==> src/rtl/core/kji_pkg.sv <==
`timescale 1ns / 1ps
// ----------------------------------------------------------------------------
// Keyframe joint interpolator package
// Fixed field widths, action codes and the controller state type of the
// interpolator; its port checker and the testbench share the widths and codes.
// ----------------------------------------------------------------------------
package kji_pkg;

  // Widths of the stream fields that do not scale with the block parameters.
  localparam int ACTION_W      = 3;
  localparam int INDEX_W       = 3;
  localparam int DUR_IN_W      = 32;
  localparam int TIME_IN_W     = 32;
  localparam int JOINT_ID_W    = 3;
  localparam int PHASE_COUNT_W = 4;

  localparam logic [PHASE_COUNT_W-1:0] PHASE_COUNT_RESET = 4'd5;

  // Item kinds carried on the input tuser.
  localparam logic [ACTION_W-1:0] ACT_LOAD_KEY   = 3'd0;
  localparam logic [ACTION_W-1:0] ACT_LOAD_START = 3'd1;
  localparam logic [ACTION_W-1:0] ACT_LOAD_DUR   = 3'd2;
  localparam logic [ACTION_W-1:0] ACT_START      = 3'd3;
  localparam logic [ACTION_W-1:0] ACT_TICK       = 3'd4;

  // Controller states.
  typedef enum logic [3:0] {
    ST_IDLE,
    ST_EVAL,
    ST_COPY_RD,
    ST_COPY_WR,
    ST_FETCH,
    ST_LOAD,
    ST_MUL,
    ST_DIV,
    ST_RES,
    ST_OUT
  } kji_state_t;

endpackage

==> src/rtl/core/keyframe_joint_interpolator.sv <==
`timescale 1ns / 1ps
// ----------------------------------------------------------------------------
// Keyframe joint interpolator
// Timed keyframe player that commands LEG_COUNT*JOINTS_PER_LEG joints by
// linear interpolation between a start pose and the keyframe of the current
// phase.
// ----------------------------------------------------------------------------
// Load and start items give no result. A tick runs one evaluation step, then
// copies the finished keyframe into the start pose joint by joint when the
// phase advances to a phase still in use, then per joint fetches and loads;
// while interpolating it multiplies, divides and forms the result before the
// output step, but goes straight to the output step when the trajectory is
// done or the phase duration is zero. The output step waits while the output
// side stalls. Multiply and divide use one shared shift-add multiplier and one
// restoring divider, each retiring one bit per cycle. The next item is taken
// as soon as the last result of a tick sits in the output register.
// ----------------------------------------------------------------------------
module keyframe_joint_interpolator #(
  parameter int LEG_COUNT      = 4,
  parameter int JOINTS_PER_LEG = 2,
  parameter int MAX_PHASES     = 8,
  parameter int ANGLE_WIDTH    = 16,
  parameter int TIME_WIDTH     = 32,
  localparam int S_FIELDS_W = 2 * kji_pkg::INDEX_W + ANGLE_WIDTH
                              + kji_pkg::DUR_IN_W + kji_pkg::TIME_IN_W,
  localparam int S_DATA_W   = ((S_FIELDS_W + 7) / 8) * 8,
  localparam int M_FIELDS_W = kji_pkg::JOINT_ID_W + ANGLE_WIDTH,
  localparam int M_DATA_W   = ((M_FIELDS_W + 7) / 8) * 8
) (
  input  logic                               clk,
  input  logic                               rst,
  // Configuration: phase_count
  input  logic                               cfg_wr_en,
  input  logic [kji_pkg::PHASE_COUNT_W-1:0]  cfg_wr_data,
  // Input stream
  input  logic                               s_axis_tvalid,
  output logic                               s_axis_tready,
  // tdata: phase_index, joint_index, angle_value, duration_value, time_now
  input  logic [S_DATA_W-1:0]                s_axis_tdata,
  // tuser: action
  input  logic [kji_pkg::ACTION_W-1:0]       s_axis_tuser,
  // Output stream
  output logic                               m_axis_tvalid,
  input  logic                               m_axis_tready,
  // tdata: joint_id, joint_angle
  output logic [M_DATA_W-1:0]                m_axis_tdata,
  // tlast: last_joint
  output logic                               m_axis_tlast
);

  localparam int JOINT_COUNT = LEG_COUNT * JOINTS_PER_LEG;
  localparam int JIW         = (JOINT_COUNT > 1) ? $clog2(JOINT_COUNT) : 1;
  localparam int PIW         = $clog2(MAX_PHASES);
  localparam int CPW         = $clog2(MAX_PHASES + 1);
  localparam int AW          = ANGLE_WIDTH;
  localparam int TW          = TIME_WIDTH;
  localparam int CNTW        = $clog2(ANGLE_WIDTH);
  localparam int KF_DEPTH    = 2 ** (PIW + JIW);
  localparam int IW          = kji_pkg::INDEX_W;

  localparam logic [JIW-1:0]  LAST_JOINT = JIW'(JOINT_COUNT - 1);
  localparam logic [CNTW-1:0] LAST_BIT   = CNTW'(ANGLE_WIDTH - 1);

  // Unpacked input fields.
  logic [IW-1:0]                  in_phase;
  logic [IW-1:0]                  in_joint;
  logic [AW-1:0]                  in_angle;
  logic [kji_pkg::DUR_IN_W-1:0]   in_dur;
  logic [kji_pkg::TIME_IN_W-1:0]  in_time;

  assign in_phase = s_axis_tdata[IW-1:0];
  assign in_joint = s_axis_tdata[2*IW-1:IW];
  assign in_angle = s_axis_tdata[2*IW +: AW];
  assign in_dur   = s_axis_tdata[2*IW+AW +: kji_pkg::DUR_IN_W];
  assign in_time  = s_axis_tdata[2*IW+AW+kji_pkg::DUR_IN_W +: kji_pkg::TIME_IN_W];

  // Control registers.
  kji_pkg::kji_state_t                state, state_next;
  logic [kji_pkg::PHASE_COUNT_W-1:0]  phase_count;
  logic [CPW-1:0]                     current_phase;
  logic [TW-1:0]                      phase_start_time;

  // Payload registers.
  logic [TW-1:0]   tick_time;
  logic [TW-1:0]   elapsed;
  logic            hold;
  logic            neg;
  logic [JIW-1:0]  joint;
  logic [CNTW-1:0] cnt;
  logic [TW-1:0]   hi;
  logic [AW-1:0]   lo;
  logic [AW-1:0]   res_angle;
  logic [AW-1:0]   rd_data;
  logic [kji_pkg::JOINT_ID_W-1:0] out_id;
  logic [AW-1:0]   out_angle;

  // Stores.
  logic [AW-1:0] kf_mem     [KF_DEPTH];
  logic [TW-1:0] durations  [MAX_PHASES];
  logic [AW-1:0] start_pose [JOINT_COUNT];

  // Handshake and strobes.
  logic            accept;
  logic            phase_ok;
  logic            joint_ok;
  logic            out_free;
  logic            out_load;
  logic            rd_en;
  logic [PIW-1:0]  rd_phase;
  logic [PIW+JIW-1:0] rd_addr;

  assign accept   = s_axis_tvalid && s_axis_tready;
  assign phase_ok = int'(in_phase) < MAX_PHASES;
  assign joint_ok = int'(in_joint) < JOINT_COUNT;
  assign out_free = !m_axis_tvalid || m_axis_tready;

  // Phase count taken as saturated to 1..MAX_PHASES.
  logic [CPW-1:0] count_sat;
  always_comb begin
    if (phase_count == '0) begin
      count_sat = CPW'(1);
    end else if (int'(phase_count) > MAX_PHASES) begin
      count_sat = CPW'(MAX_PHASES);
    end else begin
      count_sat = CPW'(phase_count);
    end
  end

  // Phase evaluation for a tick.
  logic [TW-1:0]  elapsed_now;
  logic [TW-1:0]  cur_dur;
  logic [CPW-1:0] cur_plus;
  logic           past_end;
  logic           overrun;
  logic           finishing;
  logic           direct;

  assign elapsed_now = tick_time - phase_start_time;
  assign cur_dur     = durations[PIW'(current_phase)];
  assign cur_plus    = current_phase + 1'b1;
  assign past_end    = current_phase >= count_sat;
  assign overrun     = elapsed_now > cur_dur;
  assign finishing   = cur_plus >= count_sat;
  assign direct      = hold || (cur_dur == '0);

  // Distance between start and destination angles.
  logic signed [AW:0] s_ext;
  logic signed [AW:0] d_ext;
  logic signed [AW:0] diff;
  logic signed [AW:0] diff_neg;
  logic [AW-1:0]      abs_diff;

  assign s_ext    = {start_pose[joint][AW-1], start_pose[joint]};
  assign d_ext    = {rd_data[AW-1], rd_data};
  assign diff     = d_ext - s_ext;
  assign diff_neg = -diff;
  assign abs_diff = diff[AW] ? diff_neg[AW-1:0] : diff[AW-1:0];

  // One step of the shift-add multiplier.
  logic [TW:0] mul_sum;
  assign mul_sum = {1'b0, hi} + (lo[0] ? {1'b0, elapsed} : '0);

  // One step of the restoring divider.
  logic [TW:0] div_t;
  logic [TW:0] div_r;
  logic        div_ge;
  assign div_t  = {hi, lo[AW-1]};
  assign div_ge = div_t >= {1'b0, cur_dur};
  assign div_r  = div_t - {1'b0, cur_dur};

  // Next-state logic.
  always_comb begin
    state_next = state;
    unique case (state)
      kji_pkg::ST_IDLE: begin
        if (accept && s_axis_tuser == kji_pkg::ACT_TICK) begin
          state_next = kji_pkg::ST_EVAL;
        end
      end
      kji_pkg::ST_EVAL: begin
        if (!past_end && overrun && !finishing) begin
          state_next = kji_pkg::ST_COPY_RD;
        end else begin
          state_next = kji_pkg::ST_FETCH;
        end
      end
      kji_pkg::ST_COPY_RD: state_next = kji_pkg::ST_COPY_WR;
      kji_pkg::ST_COPY_WR: begin
        state_next = (joint == LAST_JOINT) ? kji_pkg::ST_FETCH : kji_pkg::ST_COPY_RD;
      end
      kji_pkg::ST_FETCH: state_next = kji_pkg::ST_LOAD;
      kji_pkg::ST_LOAD: begin
        state_next = direct ? kji_pkg::ST_OUT : kji_pkg::ST_MUL;
      end
      kji_pkg::ST_MUL: begin
        if (cnt == LAST_BIT) begin
          state_next = kji_pkg::ST_DIV;
        end
      end
      kji_pkg::ST_DIV: begin
        if (cnt == LAST_BIT) begin
          state_next = kji_pkg::ST_RES;
        end
      end
      kji_pkg::ST_RES: state_next = kji_pkg::ST_OUT;
      kji_pkg::ST_OUT: begin
        if (out_free) begin
          state_next = (joint == LAST_JOINT) ? kji_pkg::ST_IDLE : kji_pkg::ST_FETCH;
        end
      end
      default: state_next = kji_pkg::ST_IDLE;
    endcase
  end

  // Per-state strobes.
  always_comb begin
    s_axis_tready = 1'b0;
    rd_en         = 1'b0;
    out_load      = 1'b0;
    rd_phase      = PIW'(current_phase);
    unique case (state)
      kji_pkg::ST_IDLE: s_axis_tready = 1'b1;
      kji_pkg::ST_COPY_RD: begin
        rd_en    = 1'b1;
        rd_phase = PIW'(current_phase - 1'b1);
      end
      kji_pkg::ST_FETCH: begin
        rd_en    = 1'b1;
        rd_phase = hold ? PIW'(count_sat - 1'b1) : PIW'(current_phase);
      end
      kji_pkg::ST_OUT: out_load = out_free;
      default: begin
        s_axis_tready = 1'b0;
      end
    endcase
  end

  assign rd_addr = {rd_phase, joint};

  // Control state.
  always_ff @(posedge clk) begin
    if (rst) begin
      state            <= kji_pkg::ST_IDLE;
      phase_count      <= kji_pkg::PHASE_COUNT_RESET;
      current_phase    <= '0;
      phase_start_time <= '0;
      m_axis_tvalid    <= 1'b0;
    end else begin
      state <= state_next;
      if (cfg_wr_en) begin
        phase_count <= cfg_wr_data;
      end
      // A start item restarts the trajectory at phase 0.
      if (accept && s_axis_tuser == kji_pkg::ACT_START) begin
        current_phase    <= '0;
        phase_start_time <= TW'(in_time);
      end
      // Phase advance when the elapsed time runs past the duration.
      if (state == kji_pkg::ST_EVAL && !past_end && overrun) begin
        current_phase <= cur_plus;
        if (!finishing) begin
          phase_start_time <= tick_time;
        end
      end
      if (out_load) begin
        m_axis_tvalid <= 1'b1;
      end else if (m_axis_tready) begin
        m_axis_tvalid <= 1'b0;
      end
    end
  end

  // Keyframe memory: one write port for loads, one registered read port.
  always_ff @(posedge clk) begin
    if (accept && s_axis_tuser == kji_pkg::ACT_LOAD_KEY && phase_ok && joint_ok) begin
      kf_mem[{PIW'(in_phase), JIW'(in_joint)}] <= in_angle;
    end
    if (rd_en) begin
      rd_data <= kf_mem[rd_addr];
    end
  end

  // Duration table.
  always_ff @(posedge clk) begin
    if (accept && s_axis_tuser == kji_pkg::ACT_LOAD_DUR && phase_ok) begin
      durations[PIW'(in_phase)] <= TW'(in_dur);
    end
  end

  // Start pose: loaded directly or copied from the finished keyframe.
  always_ff @(posedge clk) begin
    if (accept && s_axis_tuser == kji_pkg::ACT_LOAD_START && joint_ok) begin
      start_pose[JIW'(in_joint)] <= in_angle;
    end else if (state == kji_pkg::ST_COPY_WR) begin
      start_pose[joint] <= rd_data;
    end
  end

  // Interpolation datapath and output register.
  always_ff @(posedge clk) begin
    if (accept) begin
      tick_time <= TW'(in_time);
    end
    unique case (state)
      kji_pkg::ST_EVAL: begin
        hold    <= past_end || (overrun && finishing);
        elapsed <= overrun ? '0 : elapsed_now;
        joint   <= '0;
      end
      kji_pkg::ST_COPY_WR: begin
        joint <= (joint == LAST_JOINT) ? '0 : joint + 1'b1;
      end
      kji_pkg::ST_LOAD: begin
        if (direct) begin
          res_angle <= hold ? rd_data : start_pose[joint];
        end else begin
          hi  <= '0;
          lo  <= abs_diff;
          neg <= diff[AW];
          cnt <= '0;
        end
      end
      kji_pkg::ST_MUL: begin
        // Multiplier bits leave at the bottom while product bits enter at the top.
        hi  <= mul_sum[TW:1];
        lo  <= {mul_sum[0], lo[AW-1:1]};
        cnt <= (cnt == LAST_BIT) ? '0 : cnt + 1'b1;
      end
      kji_pkg::ST_DIV: begin
        // Dividend bits leave at the top while quotient bits enter at the bottom.
        hi  <= div_ge ? div_r[TW-1:0] : div_t[TW-1:0];
        lo  <= {lo[AW-2:0], div_ge};
        cnt <= cnt + 1'b1;
      end
      kji_pkg::ST_RES: begin
        res_angle <= neg ? start_pose[joint] - lo : start_pose[joint] + lo;
      end
      kji_pkg::ST_OUT: begin
        if (out_free) begin
          out_id       <= kji_pkg::JOINT_ID_W'(joint);
          out_angle    <= res_angle;
          m_axis_tlast <= joint == LAST_JOINT;
          joint        <= (joint == LAST_JOINT) ? '0 : joint + 1'b1;
        end
      end
      default: begin
        hold <= hold;
      end
    endcase
  end

  assign m_axis_tdata = M_DATA_W'({out_angle, out_id});

endmodule

==> config.mk <==
export PLATFORM = sky130hd
export DESIGN_NAME = keyframe_joint_interpolator
export DESIGN_NICKNAME = d
export VERILOG_FILES = /design/src/rtl/core/kji_pkg.sv /design/src/rtl/core/keyframe_joint_interpolator.sv
export SDC_FILE = /design/constraint.sdc
export NUM_CORES = 2
export LEC_CHECK = 0
export BUFFER_PORTS_ARGS = -buffer_cell sky130_fd_sc_hd__buf_4
export CELL_PAD_IN_SITES_DETAIL_PLACEMENT = 0
export CELL_PAD_IN_SITES_GLOBAL_PLACEMENT = 1
export CORE_ASPECT_RATIO = 0.9
export CORE_MARGIN = 2
export CORE_UTILIZATION = 49
export CTS_CLUSTER_SIZE = 10
export DETAILED_ROUTE_END_ITERATION = 16
export PLACE_DENSITY_LB_ADDON = 0.1
export SYNTH_ARGS = -nofsm -noshare
export SYNTH_HDL_FRONTEND = slang
export SYNTH_SLANG_ARGS = --single-unit
==> constraint.sdc <==
create_clock -name clk -period 4.86 [get_ports clk]
set_input_delay 0.243 -clock clk [delete_from_list [all_inputs] [get_ports clk]]
set_output_delay 0.243 -clock clk [all_outputs]
set_load 0.03 [all_outputs]
==> impl_metrics.env <==
export IMPL_i_o_buffers=119
export IMPL_failing_checks="setup timing"
export IMPL_cts_made_buffers=186
export IMPL_timing_hold_ws_ns=0.03438
export IMPL_drtAntennaViolNets=0
export IMPL_yosys_cell_count_top_type="sky130_fd_sc_hd__edfxtp_1"
export IMPL_route_final_wire_length_mm=188.9
export IMPL_clock_transition_at_the_register_clock_pins_on_the_worst_setup_and_hold_paths_after_cts_ns=0.06
export IMPL_average_via_count_per_standard_cell=6.015
export IMPL_reg2reg_launch_point="tick_time[17]$_DFFE_PP_"
export IMPL_grt_remaining_overflow=0
export IMPL_maxSlewHeadroom=0.2452
export IMPL_drt_pass1_iterations=5
export IMPL_drt_iter0_drc=3938
export IMPL_final_min_period_over_clock_period=1.027
export IMPL_finalSetupViolations=39
export IMPL_setup_repair_after_global_routing_missed_its_margin="yes"
export IMPL_cts_root_buf="sky130_fd_sc_hd__clkbuf_16"
export IMPL_wire_per_inst_um=28.34
export IMPL_htree_levels=4
export IMPL_worst_hold_path_type="in -> reg"
export IMPL_timing_hold_worst_endpoint="kf_mem[5][9]$_DFFE_PP_"
export IMPL_synth_top_area_share=0.6658
export IMPL_async_flop_share=0
export IMPL_grt_pass1_vias=39850
export IMPL_dieArea_um2=148600
export IMPL_antenna_violations_before_repair=8
export IMPL_synth_area_um2=71310
export IMPL_hold_path_cell_count=1
export IMPL_ys_ff_latch=1632
export IMPL_endpoint_kind="flop"
export IMPL_grt_max_degree=82
export IMPL_wire_length_of_the_first_global_routing_pass_mm=274.3
export IMPL_final_count_of_hold_timing_violations=0
export IMPL_postSynth_topFlopCell="sky130_fd_sc_hd__edfxtp_1"
export IMPL_critical_path_cell_chain="ha_1 -> and3_4 -> a221o_1 -> a21oi_1 -> o31a_1 -> nand2_2 -> o31ai_2 -> buf_4 -> a21oi_4 -> o41ai_4 -> xor2_1 -> ha_1 -> nand4_1 -> nor3_2 -> and4_1 -> or2_4 -> o41ai_1 -> nand4_1 -> buf_4 -> nand4_1 -> buf_4 -> mux2_2 -> a21oi_2"
export IMPL_critical_path_class="reg -> reg"
export IMPL_rows=132
export IMPL_critical_path_max_stage_delay_ns=0.42
export IMPL_dieWidth_um=406.1
export IMPL_grt_usage=0.2540
export IMPL_critical_path_startpoint_type="flop"
export IMPL_timing_final_ws_setup_ns=-0.1313
export IMPL_crit_slowest_cell="sky130_fd_sc_hd__o41ai_4"
export IMPL_total_leakage_power_nw=28.23
export IMPL_clock_tree_buffer_depth=3
export IMPL_hold_start="s_axis_tdata[15]"
export IMPL_start_util=0.4946
export IMPL_max_freq_ghz=0.2004
export IMPL_finalMaxSlewViolations=0
export IMPL_vdd_drop_max_mv=0.3697
export IMPL_maximum_fanout_along_the_worst_path=4
export IMPL_io_pins=127
export IMPL_finalWeightedCongestion=0.8629
export IMPL_syn_avg_cell_area_um2=17.35
export IMPL_clock_skew_ns=0.05702
export IMPL_synth_area_leader_cell="sky130_fd_sc_hd__edfxtp_1"
export IMPL_layout_drive_gt1_share=0.2651
export IMPL_synth_cells=4110
export IMPL_max_cap_viol_count=0
export IMPL_detailroute_via_count=40090
export IMPL_flow_area_growth_from_synthesis_pct=16.98
export IMPL_status="finished with violations"
export IMPL_post_route_drc_count=0
export IMPL_cts_tree="done"
export IMPL_synth_lib_cells_used_distinct=89
export IMPL_worst_reg2reg_path_depth=23
export IMPL_die_h_um=365.9
export IMPL_worst_ep_required_time_ns=5.57
export IMPL_fp_coreArea_um2=144200
export IMPL_nNetsFinal=4946
export IMPL_worstMarginPinSlew_ns=1.132
export IMPL_synth_seq_area_share=0.6801
export IMPL_critical_path_arrival_ns=5.70
export IMPL_layout_min_cycle_time_ns=4.991
export IMPL_netlist_top_cells_area="sky130_fd_sc_hd__edfxtp_1 (67%), sky130_fd_sc_hd__mux4_2 (13%), sky130_fd_sc_hd__ha_1 (3.1%), sky130_fd_sc_hd__dfxtp_1 (1.4%), sky130_fd_sc_hd__mux2i_1 (1.4%)"
export IMPL_numClockSinks=1632
export IMPL_synth_warnings=0
export IMPL_layout_core_utilization=0.5785
export IMPL_number_of_enable_type_register_cells_in_the_synthesized_netlist=1581
export IMPL_clkLatencyLatePin_ns=0.81
export IMPL_dp_final_hpwl_mm=118.6
export IMPL_power_per_cell_area_nw_per_um2=359.1
export IMPL_synth_common_cells="sky130_fd_sc_hd__edfxtp_1 (1581), sky130_fd_sc_hd__mux4_2 (416), sky130_fd_sc_hd__nor2_1 (232), sky130_fd_sc_hd__nand2_1 (197), sky130_fd_sc_hd__ha_1 (174)"
export IMPL_register_to_register_setup_slack_ns=-0.13
==> critical path: cells and delay by family (launching register included) <==
kind / cells / cell delay [ns]
flip-flops: 1 / 0.41
XOR/XNOR: 1 / 0.20
adder cells (fa/ha/maj): 2 / 0.60
AND/OR/NAND/NOR: 8 / 1.24
multiplexers: 1 / 0.34
buffers and inverters: 3 / 0.52
AO/OA/AOI/OAI: 8 / 1.60
==> per-layer routing <==
layer	vias to the layer above	track usage	share of wire
li1	17640	-	-
met1	20800	0.3847	0.44
met2	1408	0.3812	0.46
met3	235	0.05103	0.080
met4	0	0.05805	0.020
met5	-	0	0
==> cell type report <==
cell class	count	area (um2)
clock buffers	212	4772
well taps	1943	2431
clock inverters	28	456.7
inverters	115	431.7
fillers	10940	60770
repair buffers	548	4711
multi-input cells	2184	22100
flip-flops and latches	1632	48510
diodes	3	7.507
==> registers in the layout, summed over array words and instances, names as in the netlist, 16 cells and up, named ones only <==
name	cells
kf_mem	1024
durations	256
start_pose	128
elapsed	32
hi	32
phase_start_time	32
tick_time	32
lo	16
out_angle	16
rd_data	16
res_angle	16
==> worst max-delay path by stage <==
stage	to	from	cells after the start	slack, ns
after global placement	flop	tick_time[0]$_DFFE_PP_	23	-0.20
after CTS	flop	tick_time[17]$_DFFE_PP_	23	-0.03
after floorplan	phase_start_time[10]$_SDFF_PP0_	tick_time[9]$_DFFE_PP_	23	-0.02
after global routing	flop	tick_time[0]$_DFFE_PP_	25	-0.41
after detailed placement	flop	tick_time[0]$_DFFE_PP_	23	-0.37
final	flop	tick_time[17]$_DFFE_PP_	23	-0.13
==> kinds of logic after synthesis <==
| logic type | Yosys count | share of synthesized area |
|---|---|---|
| buf+inv | 299 | 0.01723 |
| simple gates | 745 | 0.05011 |
| mux | 540 | 0.1493 |
| other cells | 1 | 0.00005259 |
| xor+xnor | 122 | 0.01499 |
| flops | 1632 | 0.6801 |
| fa+ha+maj | 179 | 0.03194 |
| compound gates | 592 | 0.05629 |
==> what timing repair did <==
| item | 4_1_cts | 5_1_grt |
|---|---|---|
| gates resized for setup | 31 | 44 |
| hold buffers | 93 | 0 |
| pin swaps | 19 | 14 |
| hold endpoints to repair | 598 | 0 |
| endpoints found under the setup margin | 75 | 97 |
| setup buffers | 13 | 19 |
| cloned | 4 | 4 |
==> cells in the final DEF (no fill, tap or decap), types with 26 or more instances in the layout <==
cell type,Yosys,routed
sky130_fd_sc_hd__inv_1,115,113
sky130_fd_sc_hd__buf_4,6,429
sky130_fd_sc_hd__nand2_1,197,195
sky130_fd_sc_hd__o21ai_0,92,90
sky130_fd_sc_hd__xnor2_1,87,86
sky130_fd_sc_hd__a21o_1,53,53
sky130_fd_sc_hd__clkbuf_16,0,188
sky130_fd_sc_hd__edfxtp_1,1581,1581
sky130_fd_sc_hd__nor2_2,0,52
sky130_fd_sc_hd__mux2i_1,97,97
sky130_fd_sc_hd__nand2b_1,27,26
sky130_fd_sc_hd__nor2_1,232,169
sky130_fd_sc_hd__mux4_2,416,416
sky130_fd_sc_hd__nand3_1,44,43
sky130_fd_sc_hd__a211oi_1,58,51
sky130_fd_sc_hd__dlygate4sd3_1,0,93
sky130_fd_sc_hd__xor2_1,35,35
sky130_fd_sc_hd__ha_1,174,170
sky130_fd_sc_hd__and2_1,63,62
sky130_fd_sc_hd__dfxtp_1,51,45
sky130_fd_sc_hd__nor2b_1,33,33
sky130_fd_sc_hd__a22oi_1,33,33
sky130_fd_sc_hd__nor3_1,43,37
sky130_fd_sc_hd__a21oi_1,132,126
sky130_fd_sc_hd__mux2_2,27,27
==> metrics by stage <==
step	power, W	cell area [um2]	cells	setup WS (ns)	TNS, ns
3_5_place_dp	0.01767	76480	6290	-0.3722	-16.28
4_1_cts	0.03020	83000	6640	-0.03419	-0.2127
5_1_grt	0.03094	83410	6663	-0.4085	-20.76
3_3_place_gp	0.01765	76480	6290	-0.2001	-5.005
2_1_floorplan	0.01691	71320	4114	-0.01796	-0.3591
6_report	0.02995	83420	6665	-0.1313	-3.014
==> power by group <==
| group | internal (W) | switching (W) |
|---|---|---|
| Combinational | 0.000837 | 0.00113 |
| Clock | 0.00703 | 0.00540 |
| Sequential | 0.0155 | 0.0000368 |
| Total | 0.0234 | 0.00656 |
(Power assumes the default switching activity.)
